===== src/rtl/core/spq_pkg.sv =====
// Shared types and constants for the stable priority queue.
package spq_pkg;

    localparam int DEPTH = 16;
    localparam int CNT_W = $clog2(DEPTH + 1);
    localparam int OCC_W = 5;
    localparam int ID_W  = 16;
    localparam int PRI_W = 8;
    localparam int CMD_W = 2;

    typedef enum logic [CMD_W-1:0] {
        CMD_INSERT = 2'd0,
        CMD_REMOVE = 2'd1,
        CMD_CLEAR  = 2'd2
    } t_spq_cmd;

endpackage


===== src/rtl/core/spq_if.sv =====
// Command and result channel interfaces of the stable priority queue.
interface spq_cmd_if
    import spq_pkg::*;
();
    logic               valid;
    logic               ready;
    logic [CMD_W-1:0]   cmd;
    logic [ID_W-1:0]    item_id;
    logic [PRI_W-1:0]   item_priority;

    modport source (output valid, cmd, item_id, item_priority, input ready);
    modport sink   (input valid, cmd, item_id, item_priority, output ready);
endinterface

interface spq_res_if
    import spq_pkg::*;
();
    logic               valid;
    logic               ready;
    logic               resp_valid;
    logic [ID_W-1:0]    resp_id;
    logic [PRI_W-1:0]   resp_priority;
    logic               head_valid;
    logic [ID_W-1:0]    head_id;
    logic [PRI_W-1:0]   head_priority;
    logic [OCC_W-1:0]   occupancy;
    logic               overflow;

    modport source (output valid, resp_valid, resp_id, resp_priority, head_valid, head_id,
                    head_priority, occupancy, overflow, input ready);
    modport sink   (input valid, resp_valid, resp_id, resp_priority, head_valid, head_id,
                    head_priority, occupancy, overflow, output ready);
endinterface


===== src/rtl/core/stable_priority_queue.sv =====
// Stable minimum priority queue over a sorted register array.
//
//   channel    dir  transfer when           payload
//   i_cmd_ch   in   valid & ready           cmd, item_id, item_priority
//   o_res_ch   out  valid & ready           resp_*, head_*, occupancy, overflow
//
// One command per cycle; its result appears in the result register the next cycle.
// The rate rests on a combinational compare-and-shift across all DEPTH slots.
// Synchronous active-low reset empties the queue and drops any pending result.
// The command side stalls only while a finished result waits and o_res_ch.ready is low.
module stable_priority_queue
    import spq_pkg::*;
(
    input  logic       i_clk,
    input  logic       i_rst_n,
    spq_cmd_if.sink    i_cmd_ch,
    spq_res_if.source  o_res_ch
);

    logic [PRI_W-1:0] r_pri [DEPTH];
    logic [ID_W-1:0]  r_id  [DEPTH];
    logic [CNT_W-1:0] r_count;

    logic [PRI_W-1:0] n_pri [DEPTH];
    logic [ID_W-1:0]  n_id  [DEPTH];
    logic [CNT_W-1:0] n_count;

    logic [DEPTH-1:0] le;
    logic             n_resp_valid;
    logic [ID_W-1:0]  n_resp_id;
    logic [PRI_W-1:0] n_resp_pri;
    logic             n_ovf;

    logic             r_out_valid;
    logic             r_resp_valid;
    logic [ID_W-1:0]  r_resp_id;
    logic [PRI_W-1:0] r_resp_pri;
    logic             r_head_valid;
    logic [ID_W-1:0]  r_head_id;
    logic [PRI_W-1:0] r_head_pri;
    logic [OCC_W-1:0] r_occ;
    logic             r_ovf;

    logic             accept;

    assign i_cmd_ch.ready = !r_out_valid || o_res_ch.ready;
    assign accept         = i_cmd_ch.valid && i_cmd_ch.ready;

    // held slots at or below the new priority; thermometer since slots are sorted
    always_comb begin
        for (int k = 0; k < DEPTH; k++) begin
            le[k] = (r_count > CNT_W'(k)) && (r_pri[k] <= i_cmd_ch.item_priority);
        end
    end

    always_comb begin
        n_pri        = r_pri;
        n_id         = r_id;
        n_count      = r_count;
        n_resp_valid = 1'b0;
        n_resp_id    = '0;
        n_resp_pri   = '0;
        n_ovf        = 1'b0;
        case (t_spq_cmd'(i_cmd_ch.cmd))
            CMD_INSERT: begin
                if (r_count == CNT_W'(DEPTH)) begin
                    n_ovf = 1'b1;
                end else begin
                    for (int k = 0; k < DEPTH; k++) begin
                        if (le[k]) begin
                            n_pri[k] = r_pri[k];
                            n_id[k]  = r_id[k];
                        end else if (k == 0 || le[(k == 0) ? 0 : k-1]) begin
                            n_pri[k] = i_cmd_ch.item_priority;
                            n_id[k]  = i_cmd_ch.item_id;
                        end else begin
                            n_pri[k] = r_pri[(k == 0) ? 0 : k-1];
                            n_id[k]  = r_id[(k == 0) ? 0 : k-1];
                        end
                    end
                    n_count = r_count + CNT_W'(1);
                end
            end
            CMD_REMOVE: begin
                if (r_count != '0) begin
                    n_resp_valid = 1'b1;
                    n_resp_id    = r_id[0];
                    n_resp_pri   = r_pri[0];
                    // advance every slot toward the head
                    for (int k = 0; k < DEPTH - 1; k++) begin
                        n_pri[k] = r_pri[k+1];
                        n_id[k]  = r_id[k+1];
                    end
                    n_count = r_count - CNT_W'(1);
                end
            end
            CMD_CLEAR: begin
                n_count = '0;
            end
            default: ;
        endcase
    end

    always_ff @(posedge i_clk) begin
        if (accept) begin
            r_pri <= n_pri;
            r_id  <= n_id;
        end
    end

    always_ff @(posedge i_clk) begin
        if (!i_rst_n) begin
            r_count     <= '0;
            r_out_valid <= 1'b0;
        end else begin
            if (accept) begin
                r_count <= n_count;
            end
            if (accept) begin
                r_out_valid <= 1'b1;
            end else if (o_res_ch.ready) begin
                r_out_valid <= 1'b0;
            end
        end
    end

    // result payload; head reads zero when the queue is empty
    always_ff @(posedge i_clk) begin
        if (accept) begin
            r_resp_valid <= n_resp_valid;
            r_resp_id    <= n_resp_id;
            r_resp_pri   <= n_resp_pri;
            r_head_valid <= (n_count != '0);
            r_head_id    <= (n_count != '0) ? n_id[0] : '0;
            r_head_pri   <= (n_count != '0) ? n_pri[0] : '0;
            r_occ        <= OCC_W'(n_count);
            r_ovf        <= n_ovf;
        end
    end

    assign o_res_ch.valid         = r_out_valid;
    assign o_res_ch.resp_valid    = r_resp_valid;
    assign o_res_ch.resp_id       = r_resp_id;
    assign o_res_ch.resp_priority = r_resp_pri;
    assign o_res_ch.head_valid    = r_head_valid;
    assign o_res_ch.head_id       = r_head_id;
    assign o_res_ch.head_priority = r_head_pri;
    assign o_res_ch.occupancy     = r_occ;
    assign o_res_ch.overflow      = r_ovf;

endmodule


===== src/flat_wrapper.sv =====
// flat-port wrapper written by rule: the top's interface ports become plain ports
module stable_priority_queue_flat import spq_pkg::*;
  (i_clk, i_rst_n, i_cmd_ch_valid, i_cmd_ch_cmd, i_cmd_ch_item_id, i_cmd_ch_item_priority, i_cmd_ch_ready, o_res_ch_valid, o_res_ch_resp_valid, o_res_ch_resp_id, o_res_ch_resp_priority, o_res_ch_head_valid, o_res_ch_head_id, o_res_ch_head_priority, o_res_ch_occupancy, o_res_ch_overflow, o_res_ch_ready);
  spq_cmd_if i_cmd_ch_i ();
  spq_res_if o_res_ch_i ();
  input  logic i_clk;
  input  logic i_rst_n;
  input wire logic [$bits(i_cmd_ch_i.valid)-1:0] i_cmd_ch_valid;
  input wire logic [$bits(i_cmd_ch_i.cmd)-1:0] i_cmd_ch_cmd;
  input wire logic [$bits(i_cmd_ch_i.item_id)-1:0] i_cmd_ch_item_id;
  input wire logic [$bits(i_cmd_ch_i.item_priority)-1:0] i_cmd_ch_item_priority;
  output wire logic [$bits(i_cmd_ch_i.ready)-1:0] i_cmd_ch_ready;
  output wire logic [$bits(o_res_ch_i.valid)-1:0] o_res_ch_valid;
  output wire logic [$bits(o_res_ch_i.resp_valid)-1:0] o_res_ch_resp_valid;
  output wire logic [$bits(o_res_ch_i.resp_id)-1:0] o_res_ch_resp_id;
  output wire logic [$bits(o_res_ch_i.resp_priority)-1:0] o_res_ch_resp_priority;
  output wire logic [$bits(o_res_ch_i.head_valid)-1:0] o_res_ch_head_valid;
  output wire logic [$bits(o_res_ch_i.head_id)-1:0] o_res_ch_head_id;
  output wire logic [$bits(o_res_ch_i.head_priority)-1:0] o_res_ch_head_priority;
  output wire logic [$bits(o_res_ch_i.occupancy)-1:0] o_res_ch_occupancy;
  output wire logic [$bits(o_res_ch_i.overflow)-1:0] o_res_ch_overflow;
  input wire logic [$bits(o_res_ch_i.ready)-1:0] o_res_ch_ready;
  assign i_cmd_ch_i.valid = i_cmd_ch_valid;
  assign i_cmd_ch_i.cmd = i_cmd_ch_cmd;
  assign i_cmd_ch_i.item_id = i_cmd_ch_item_id;
  assign i_cmd_ch_i.item_priority = i_cmd_ch_item_priority;
  assign i_cmd_ch_ready = i_cmd_ch_i.ready;
  assign o_res_ch_valid = o_res_ch_i.valid;
  assign o_res_ch_resp_valid = o_res_ch_i.resp_valid;
  assign o_res_ch_resp_id = o_res_ch_i.resp_id;
  assign o_res_ch_resp_priority = o_res_ch_i.resp_priority;
  assign o_res_ch_head_valid = o_res_ch_i.head_valid;
  assign o_res_ch_head_id = o_res_ch_i.head_id;
  assign o_res_ch_head_priority = o_res_ch_i.head_priority;
  assign o_res_ch_occupancy = o_res_ch_i.occupancy;
  assign o_res_ch_overflow = o_res_ch_i.overflow;
  assign o_res_ch_i.ready = o_res_ch_ready;
  stable_priority_queue u_core (.i_clk(i_clk), .i_rst_n(i_rst_n), .i_cmd_ch(i_cmd_ch_i), .o_res_ch(o_res_ch_i));
endmodule

===== config.mk =====
export PLATFORM = sky130hd
export DESIGN_NAME = stable_priority_queue_flat
export DESIGN_NICKNAME = d
export VERILOG_FILES = /design/src/rtl/core/spq_pkg.sv /design/src/rtl/core/spq_if.sv /design/src/rtl/core/stable_priority_queue.sv /design/src/flat_wrapper.sv
export SDC_FILE = /design/constraint.sdc
export NUM_CORES = 1
export LEC_CHECK = 0
export ABC_AREA = 1
export BUFFER_PORTS_ARGS = -buffer_cell sky130_fd_sc_hd__buf_2
export CAP_MARGIN = 5
export CORE_MARGIN = 2
export CORE_UTILIZATION = 50
export CTS_BUF_LIST = sky130_fd_sc_hd__clkbuf_8
export DETAILED_ROUTE_END_ITERATION = 8
export PLACE_DENSITY_LB_ADDON = 0.15
export SYNTH_ARGS = -nofsm -noshare
export SYNTH_HDL_FRONTEND = slang
export SYNTH_SLANG_ARGS = --single-unit

===== constraint.sdc =====
create_clock -name i_clk -period 13.38 [get_ports i_clk]
set_input_delay 2.676 -clock i_clk [delete_from_list [all_inputs] [get_ports i_clk]]
set_output_delay 2.676 -clock i_clk [all_outputs]
set_load 0.01 [all_outputs]

==> results.yml, run 1 <==
min_path:
  holdPathEnd: "u_core.r_id[29]$_DFFE_PP_"
  hp-start: "u_core.r_id[13]$_DFFE_PP_"
  hold_depth: 2
  hold_class: "reg2reg"
floorplan:
  core_um2: 53710
  dieArea_um2: 56180
  die_w_um: 237.0
  initial_core_util_pct: 50.55
  num_io_pins: 88
  row_count: 85
  die_y_um: 237.0
synthesis:
  synth_most_common_cell: "nand2_1"
  netlist.area_leader.share_pct: 48.67
  ys.warnings.count: 0
  synth_top_cell_by_area: "edfxtp_1"
  synthCells: 3356
  synth_area_leaders: "edfxtp_1 (49%), nand2_1 (14%), nand3_1 (12%)"
  async_reset_ff_share_pct: 0
  synth_common_cells: "nand2_1 (1001), nand3_1 (627), edfxtp_1 (440)"
  synth_area_um2: 27150
  synth_edf_count: 440
  syn_nets: 3520
  yosysSeqAreaShare_pct: 49.11
  synth-main-ff-cell: "edfxtp_1"
  syn_area_per_cell_um2: 8.090
  ys_types: 41
  synth_seq_cells: 446
clocking:
  hold_buffers: 0
  cts_buffers: 82
  ctsResizeCount: 0
  clock_sinks: 446
  cts_tree: "built"
  h-tree-depth: 3
  root_buffer: "clkbuf_8"
  clk_pin_slew_ns: 0.06
  cts_max_path_buffers: 3
  postCtsSetupBuffers: 0
  clock_latency_ns: 0.68
drt:
  drt_pass1_iterations: 6
  wl_per_cell_um: 19.29
  wl_um: 79360
  vias_per_cell: 5.720
  antenna_left: 0
  drt_iter0_drc: 2185
  vias: 23539
  drc: 0
grt:
  antenna_found_initial: 1
  grtUsageTotal_pct: 28.01
  grt_max_degree: 103
  grt_pass1_vias: 22777
  grt_pass1_wl_um: 125900
  grt-ovfl-total: 0
layout:
  post-route-util_pct: 54.92
  num-fill-cells: 5005
  syn_to_final_growth_pct: 8.646
  drive_gt1_share_pct: 7.897
  multiInputGateArea_um2: 11430
  antenna_cells: 0
  final_cells: 4115
  nets: 3518
  seq_area_um2: 13330
power:
  power_density_nw_per_um2: 128.7
  p_leak_uw: 0.01349
  peakVddDrop_uv: 66.45
timing:
  worstMarginPinSlew_ns: 1.179
  finalHoldViolCount: 0
  period_minus_slack_ns: 6.639
  finClkSkew_ns: 0.02525
  fin_crit_sh_pct: 49.62
  fin_setup_tns_ns: 0
  slew_viol_final: 0
  whs_ns: 0.5211
  max_freq_mhz: 150.6
  rsz0062_at_grt: "false"
  finalSetupViolCount: 0
  slew_headroom_pct: 21.33
placed_design:
  hpwlAfterDp_um: 52370
  io_buffers: 87
  gp_congestion: 0.9000
  dp.cells: 3966
critical_path:
  cp-end-kind: "flop"
  rr_worst_depth: 10
  cp.arrival_ns: 7.14
  slowest_delay_ns: 0.86
  cp_common_cell: "buf_4"
  worst_setup_path_start_kind: "primary input"
  cp_max_fo: 91
  slowest_stage: "buf_4"
  ff2ff_setup_slack_ns: 8.62
  worst_ep_required_time_ns: 13.88
  rr_endpoint: "u_core.r_id[225]$_DFFE_PP_"
  critical_path.cell_chain: "buf_2, buf_4, nor2_8, inv_1, nor2_4, buf_4, buf_4, buf_4, o21ai_0, o22ai_1"
  critical_path_class: "in2reg"
  r2r_start: "u_core.r_count[1]$_SDFFE_PN0P_"
flow_run:
  cap_violations: 0
run_status:
  status: "complete, no violations"
[power breakdown]
| part | switching, uW | internal (uW) | total, uW |
|---|---|---|---|
| sequential | 56.4 | 1680 | 1730 |
| combinational | 555 | 214 | 769 |
| clock | 623 | 669 | 1290 |
[cells by family after synthesis]
group	after synthesis	share of synthesized area (%)
XOR/XNOR	2	0.06453
flip-flops	446	49.11
AO/OA/AOI/OAI	424	8.522
buffers and inverters	624	8.918
adder cells (fa/ha/maj)	134	6.176
AND/OR/NAND/NOR	1726	27.21
[worst max-delay path by stage]
stage	slack [ns]	from	end
detailed placement	6.18	i_cmd_ch_cmd[1]	u_core.r_id[225]$_DFFE_PP_
global placement	6.30	i_cmd_ch_cmd[1]	u_core.r_id[239]$_DFFE_PP_
finish	6.74	i_cmd_ch_cmd[1]	u_core.r_id[225]$_DFFE_PP_
global route	6.44	i_cmd_ch_cmd[1]	u_core.r_id[237]$_DFFE_PP_
CTS	6.91	i_cmd_ch_cmd[1]	u_core.r_id[225]$_DFFE_PP_
floorplan	6.91	o_res_ch_ready	u_core.r_id[0]$_DFFE_PP_
[cell usage in the layout, fill, tap and decap left out, types with 14 or more instances in the layout]
master,instances
a21oi_1,134
a221oi_1,25
buf_2,87
buf_4,45
clkbuf_8,85
clkinv_1,20
edfxtp_1,440
ha_1,134
inv_1,420
nand2_1,1001
nand3_1,627
nor2_1,79
o21ai_0,203
o21ai_1,14
o22ai_1,21
[sequential cells by signal, summed over array words and instances (netlist names)]
register / flops
u_core.r_id: 256
u_core.r_pri: 128
u_core.o_res_ch.head_id: 16
u_core.o_res_ch.resp_id: 16
u_core.o_res_ch.head_priority: 8
u_core.o_res_ch.resp_priority: 8
u_core.o_res_ch.occupancy: 5
u_core.r_count: 5
u_core.o_res_ch.head_valid: 1
u_core.o_res_ch.overflow: 1
u_core.o_res_ch.resp_valid: 1
u_core.o_res_ch.valid: 1
[layer usage]
metal | GRT usage (%) | share of wire, % | vias to the layer above | wire length (um)
met4 | 9.801 | 2.9 | 2 | 2273
met2 | 44.72 | 45 | 1015 | 36110
met5 | 0 | 0.011 | - | 9
met3 | 4.931 | 7.8 | 171 | 6165
li1 | - | - | 11276 | -
met1 | 38.52 | 44 | 11075 | 34800
[area by class of cell]
class | instances | area share, %
Inverter | 406 | 5.196
Timing Repair Buffer | 132 | 2.622
Tap cell | 696 | 2.952
Sequential cell | 446 | 45.20
Clock buffer | 85 | 3.966
Multi-Input combinational cell | 2286 | 38.75
Clock inverter | 64 | 1.307
[through the flow]
stage          total power (uW)  cell area [um2]  setup slack, ns
5_1_grt                    3973            29500            6.439
3_3_place_gp               2498            27940            6.304
3_5_place_dp               2519            27940            6.180
4_1_cts                    3807            29500            6.909
6_report                   3796            29500            6.741
2_1_floorplan              2282            27150            6.908
[critical path: cells and delay by family]
family / cells / cell delay [ns]
buffers and inverters: 6 / 3.21
AND/OR/NAND/NOR: 2 / 0.63
AO/OA/AOI/OAI: 2 / 0.38
Note: power is estimated with default switching activity, not from simulation.
==> run 2, diff against run 1 <==
==> constraint.sdc (replaced) <==
create_clock -name i_clk -period 5.52 [get_ports i_clk]
set_input_delay 1.104 -clock i_clk [delete_from_list [all_inputs] [get_ports i_clk]]
set_output_delay 1.104 -clock i_clk [all_outputs]
set_load 0.01 [all_outputs]
==> results.yml, run 2 (synthesis gave the netlist of run 1 again) <==
drt:
  wl_um: 76820
  vias: 23092
  drc: 0
  antenna_left: 0
  drt_iter0_drc: 2205
  wl_per_cell_um: 18.58
  drt_pass1_iterations: 6
  vias_per_cell: 5.586
clocking:
  clock_latency_ns: 0.69
  clock_sinks: 446
  root_buffer: "clkbuf_8"
  postCtsSetupBuffers: 0
  cts_buffers: 82
  ctsResizeCount: 0
  h-tree-depth: 3
  hold_buffers: 0
  cts_max_path_buffers: 3
  cts_tree: "built"
  clk_pin_slew_ns: 0.06
floorplan:
  initial_core_util_pct: 50.55
  die_w_um: 237.0
  core_um2: 53710
  dieArea_um2: 56180
  die_y_um: 237.0
  num_io_pins: 88
  row_count: 85
timing:
  slew_viol_final: 139
  slew_headroom_pct: -10.36
  fin_setup_tns_ns: 0
  rsz0062_at_grt: "false"
  fin_crit_sh_pct: 71.22
  finalHoldViolCount: 0
  period_minus_slack_ns: 3.931
  finClkSkew_ns: 0.04113
  max_freq_mhz: 254.4
  finalSetupViolCount: 0
  worstMarginPinSlew_ns: 1.655
flow_run:
  cap_violations: 0
run_status:
  violations: "slew limit"
  status: "finished with violations"
placed_design:
  io_buffers: 87
  gp_congestion: 0.8737
  hpwlAfterDp_um: 51540
critical_path:
  worst_ep_required_time_ns: 6.01
  cp_common_cell: "o21ai_0"
  worst_setup_path_start_kind: "primary input"
  slowest_delay_ns: 0.62
  cp-end-kind: "flop"
  slowest_stage: "inv_1"
  cp_max_fo: 235
  critical_path_class: "in2reg"
  critical_path.cell_chain: "buf_2, nor2_8, inv_1, nor2_4, buf_12, o21ai_0, o21ai_0"
  cp.arrival_ns: 4.42
layout:
  drive_gt1_share_pct: 8.263
  final_cell_mix: "nand2_1 (1001), nand3_1 (627), edfxtp_1 (440), inv_1 (416), o21ai_0 (203)"
  syn_to_final_growth_pct: 9.006
  largest_reg_flops: 256
  regMostFlops: "u_core.r_id"
  nets: 3537
  final_common_cell: "nand2_1"
  post-route-util_pct: 55.10
  reg_top3: "u_core.r_id (256), u_core.r_pri (128)"
grt:
  grt_pass1_vias: 22398
  grt_max_degree: 240
  grtUsageTotal_pct: 27.05
  grt_pass1_wl_um: 122400
  antenna_found_initial: 0
  grt-ovfl-total: 0
power:
  power_density_nw_per_um2: 306.4
  p_leak_uw: 0.01354
  peakVddDrop_uv: 150.3
min_path:
  hold_class: "reg2reg"
[run 2: cell type report]
type,count,area (um2)
well taps,696,870.8
fillers,5075,24110
flip-flops and latches,446,13330
repair buffers,151,940.9
clock inverters,63,321.6
clock buffers,85,1170
inverters,406,1533
multi-input cells,2286,11420
diodes,1,2.502
[run 2: metrics by stage]
step / cell area, um2 / hold WS (ns) / setup slack, ns / power, uW / std cells
floorplan: 27150 / 0.4947 / 0.6201 / 5531 / 3356
global placement: 28100 / 0.4938 / 1.027 / 6071 / 3985
detailed placement: 28100 / 0.5052 / 1.091 / 6114 / 3985
CTS: 29590 / 0.5133 / 1.801 / 9107 / 4133
global route: 29590 / 0.5403 / 1.538 / 9509 / 4133
finish: 29590 / 0.5063 / 1.589 / 9066 / 4134
[run 2: path summary, 6_finish.rpt]
path,start,end,slack [ns],cells past startpoint
max,i_cmd_ch_cmd[0],u_core.r_pri[55]$_DFFE_PP_,1.59,7
min,u_core.r_id[5]$_DFFE_PP_,u_core.r_id[21]$_DFFE_PP_,0.51,2
max reg2reg,u_core.r_count[1]$_SDFFE_PN0P_,u_core.r_id[110]$_DFFE_PP_,1.71,8
min reg2reg,u_core.r_id[5]$_DFFE_PP_,u_core.r_id[21]$_DFFE_PP_,0.51,2
[run 2: metal layers]
| layer | track usage [%] | vias to the layer above | wire length, um |
|---|---|---|---|
| met4 | 8.477 | 0 | 1760 |
| met2 | 44.47 | 830 | 35630 |
| met3 | 3.765 | 125 | 5107 |
| met1 | 37.17 | 10821 | 34320 |
| met5 | 0 | - | 0 |
| li1 | - | 11316 | - |
[run 2: worst max-delay path, delay by kind of cell]
kind	cells	cell delay, ns
buffers and inverters	3	1.35
and+or+nand+nor	2	0.93
AOI/OAI and AO/OA	2	0.66
[run 2: where the power goes]
group	switching [uW]	internal, uW	leakage (uW)
registers	136	4070	0.00426
logic	1330	539	0.00843
clock network	1470	1520	0.000844
==> run 3, diff against run 2 <==
==> constraint.sdc (replaced) <==
create_clock -name i_clk -period 3.28 [get_ports i_clk]
set_input_delay 0.656 -clock i_clk [delete_from_list [all_inputs] [get_ports i_clk]]
set_output_delay 0.656 -clock i_clk [all_outputs]
set_load 0.01 [all_outputs]
==> results.yml, run 3 (synthesis gave the netlist of run 1 again) <==
timing:
  fin_setup_tns_ns: 0
  finClkSkew_ns: 0.04010
  finalSetupViolCount: 0
  slew_viol_final: 0
  finalHoldViolCount: 0
  slew_headroom_pct: 52.76
  rsz0062_at_grt: "false"
  whs_ns: 0.2279
  fin_crit_sh_pct: 86.97
  period_minus_slack_ns: 2.853
  worstMarginPinSlew_ns: 0.7085
  max_freq_mhz: 350.6
clocking:
  hold_buffers: 0
  clk_pin_slew_ns: 0.06
  cts_tree: "built"
  clock_sinks: 446
  ctsResizeCount: 0
  postCtsSetupBuffers: 0
  cts_max_path_buffers: 3
  clock_latency_ns: 0.69
  cts_buffers: 81
  h-tree-depth: 3
  root_buffer: "clkbuf_8"
drt:
  antenna_left: 0
  wl_per_cell_um: 18.13
  drt_pass1_iterations: 6
  vias: 22910
  drc: 0
  wl_um: 75290
  vias_per_cell: 5.515
  drt_iter0_drc: 1896
power:
  power_density_nw_per_um2: 502.2
  total_power_uw: 15010
  p_leak_uw: 0.01366
  peakVddDrop_uv: 392.4
grt:
  grt-ovfl-total: 0
  grt_pass1_wl_um: 120900
  antenna_found_initial: 0
  grtUsageTotal_pct: 26.72
  grt_max_degree: 128
  grt_pass1_vias: 22332
critical_path:
  worstSetupStartpoint: "u_core.r_count[1]$_SDFFE_PN0P_"
  r2r_start: "u_core.r_count[1]$_SDFFE_PN0P_"
  cp_max_fo: 126
  critical_path_class: "reg2reg"
  rr_worst_depth: 9
  ff2ff_setup_slack_ns: 0.43
  worst_setup_path_start_kind: "flop"
  cp-end-kind: "flop"
  cp.arrival_ns: 3.37
  rr_endpoint: "u_core.r_pri[49]$_DFFE_PP_"
  worst_ep_required_time_ns: 3.79
  crit_path_end: "u_core.r_pri[49]$_DFFE_PP_"
min_path:
  hold_class: "in2reg"
floorplan:
  die_y_um: 237.0
  row_count: 85
  dieArea_um2: 56180
  die_w_um: 237.0
  num_io_pins: 88
  core_um2: 53710
  initial_core_util_pct: 50.55
flow_run:
  cap_violations: 0
placed_design:
  dp.cells: 4013
  io_buffers: 87
  hpwlAfterDp_um: 52720
  gp_congestion: 0.8753
run_status:
  status: "complete, no violations"
layout:
  nets: 3564
  largest_reg_flops: 256
  regMostFlops: "u_core.r_id"
  antenna_cells: 0
  drive_gt1_share_pct: 9.138
  final_cell_mix: "nand2_1 (1001), nand3_1 (627), edfxtp_1 (440), inv_1 (406), o21ai_0 (203)"
  final_common_cell: "nand2_1"
  reg_top3: "u_core.r_id (256), u_core.r_pri (128)"
  final_cells: 4154
  syn_to_final_growth_pct: 10.11
  num-fill-cells: 4937
-- run 3: how the worst min path moves through the flow --
stage / start / endpoint / cells after the start
global placement: u_core.o_res_ch.valid$_SDFFE_PN0P_ / u_core.o_res_ch.valid$_SDFFE_PN0P_ / 2
floorplan: u_core.r_id[0]$_DFFE_PP_ / u_core.r_id[16]$_DFFE_PP_ / 2
detailed placement: u_core.r_id[6]$_DFFE_PP_ / u_core.r_id[22]$_DFFE_PP_ / 2
CTS: i_rst_n / u_core.r_count[1]$_SDFFE_PN0P_ / 3
finish: i_rst_n / u_core.r_count[1]$_SDFFE_PN0P_ / 3
global route: i_rst_n / u_core.r_count[1]$_SDFFE_PN0P_ / 3
-- run 3: metrics by stage --
stage / setup slack [ns] / instance area [um2] / utilization [%]
6_report: 0.4275 / 29890 / 55.66
5_1_grt: 0.2939 / 29890 / 55.66
3_3_place_gp: 0.05747 / 28490 / 53.05
4_1_cts: 0.4814 / 29890 / 55.66
3_5_place_dp: 0.07836 / 28490 / 53.05
2_1_floorplan: 0.08046 / 27160 / -
-- run 3: power breakdown --
group | switching, uW | internal [uW] | total (uW)
sequential | 219 | 6840 | 7060
clock | 2440 | 2310 | 4750
combinational | 2240 | 964 | 3200
-- run 3: cell type report --
type | instances | area [um2] | area share (%)
inverter | 406 | 1535 | 5.136
clock buffer | 81 | 1115 | 3.729
sequential | 446 | 13330 | 44.60
multi-input combinational | 2286 | 11410 | 38.19
clock inverter | 60 | 285.3 | 0.9543
tap | 696 | 870.8 | 2.913
timing repair buffer | 179 | 1339 | 4.479
-- run 3: critical path, cell delays in order (launching register included) --
cell	delay (ns)
dfxtp_1	0.56
inv_1	0.18
ha_1	0.29
nand3_4	0.12
inv_2	0.05
nor2_4	0.20
buf_12	0.41
o21ai_0	0.41
buf_4	0.24
o21ai_0	0.15
-- run 3: metal layers --
layer | vias up | global-route usage, % | wire, um
li1 | 11362 | - | -
met1 | 10609 | 37.00 | 33930
met2 | 793 | 43.03 | 34460
met3 | 146 | 4.302 | 4953
met4 | 0 | 8.592 | 1947
met5 | - | 0 | 0
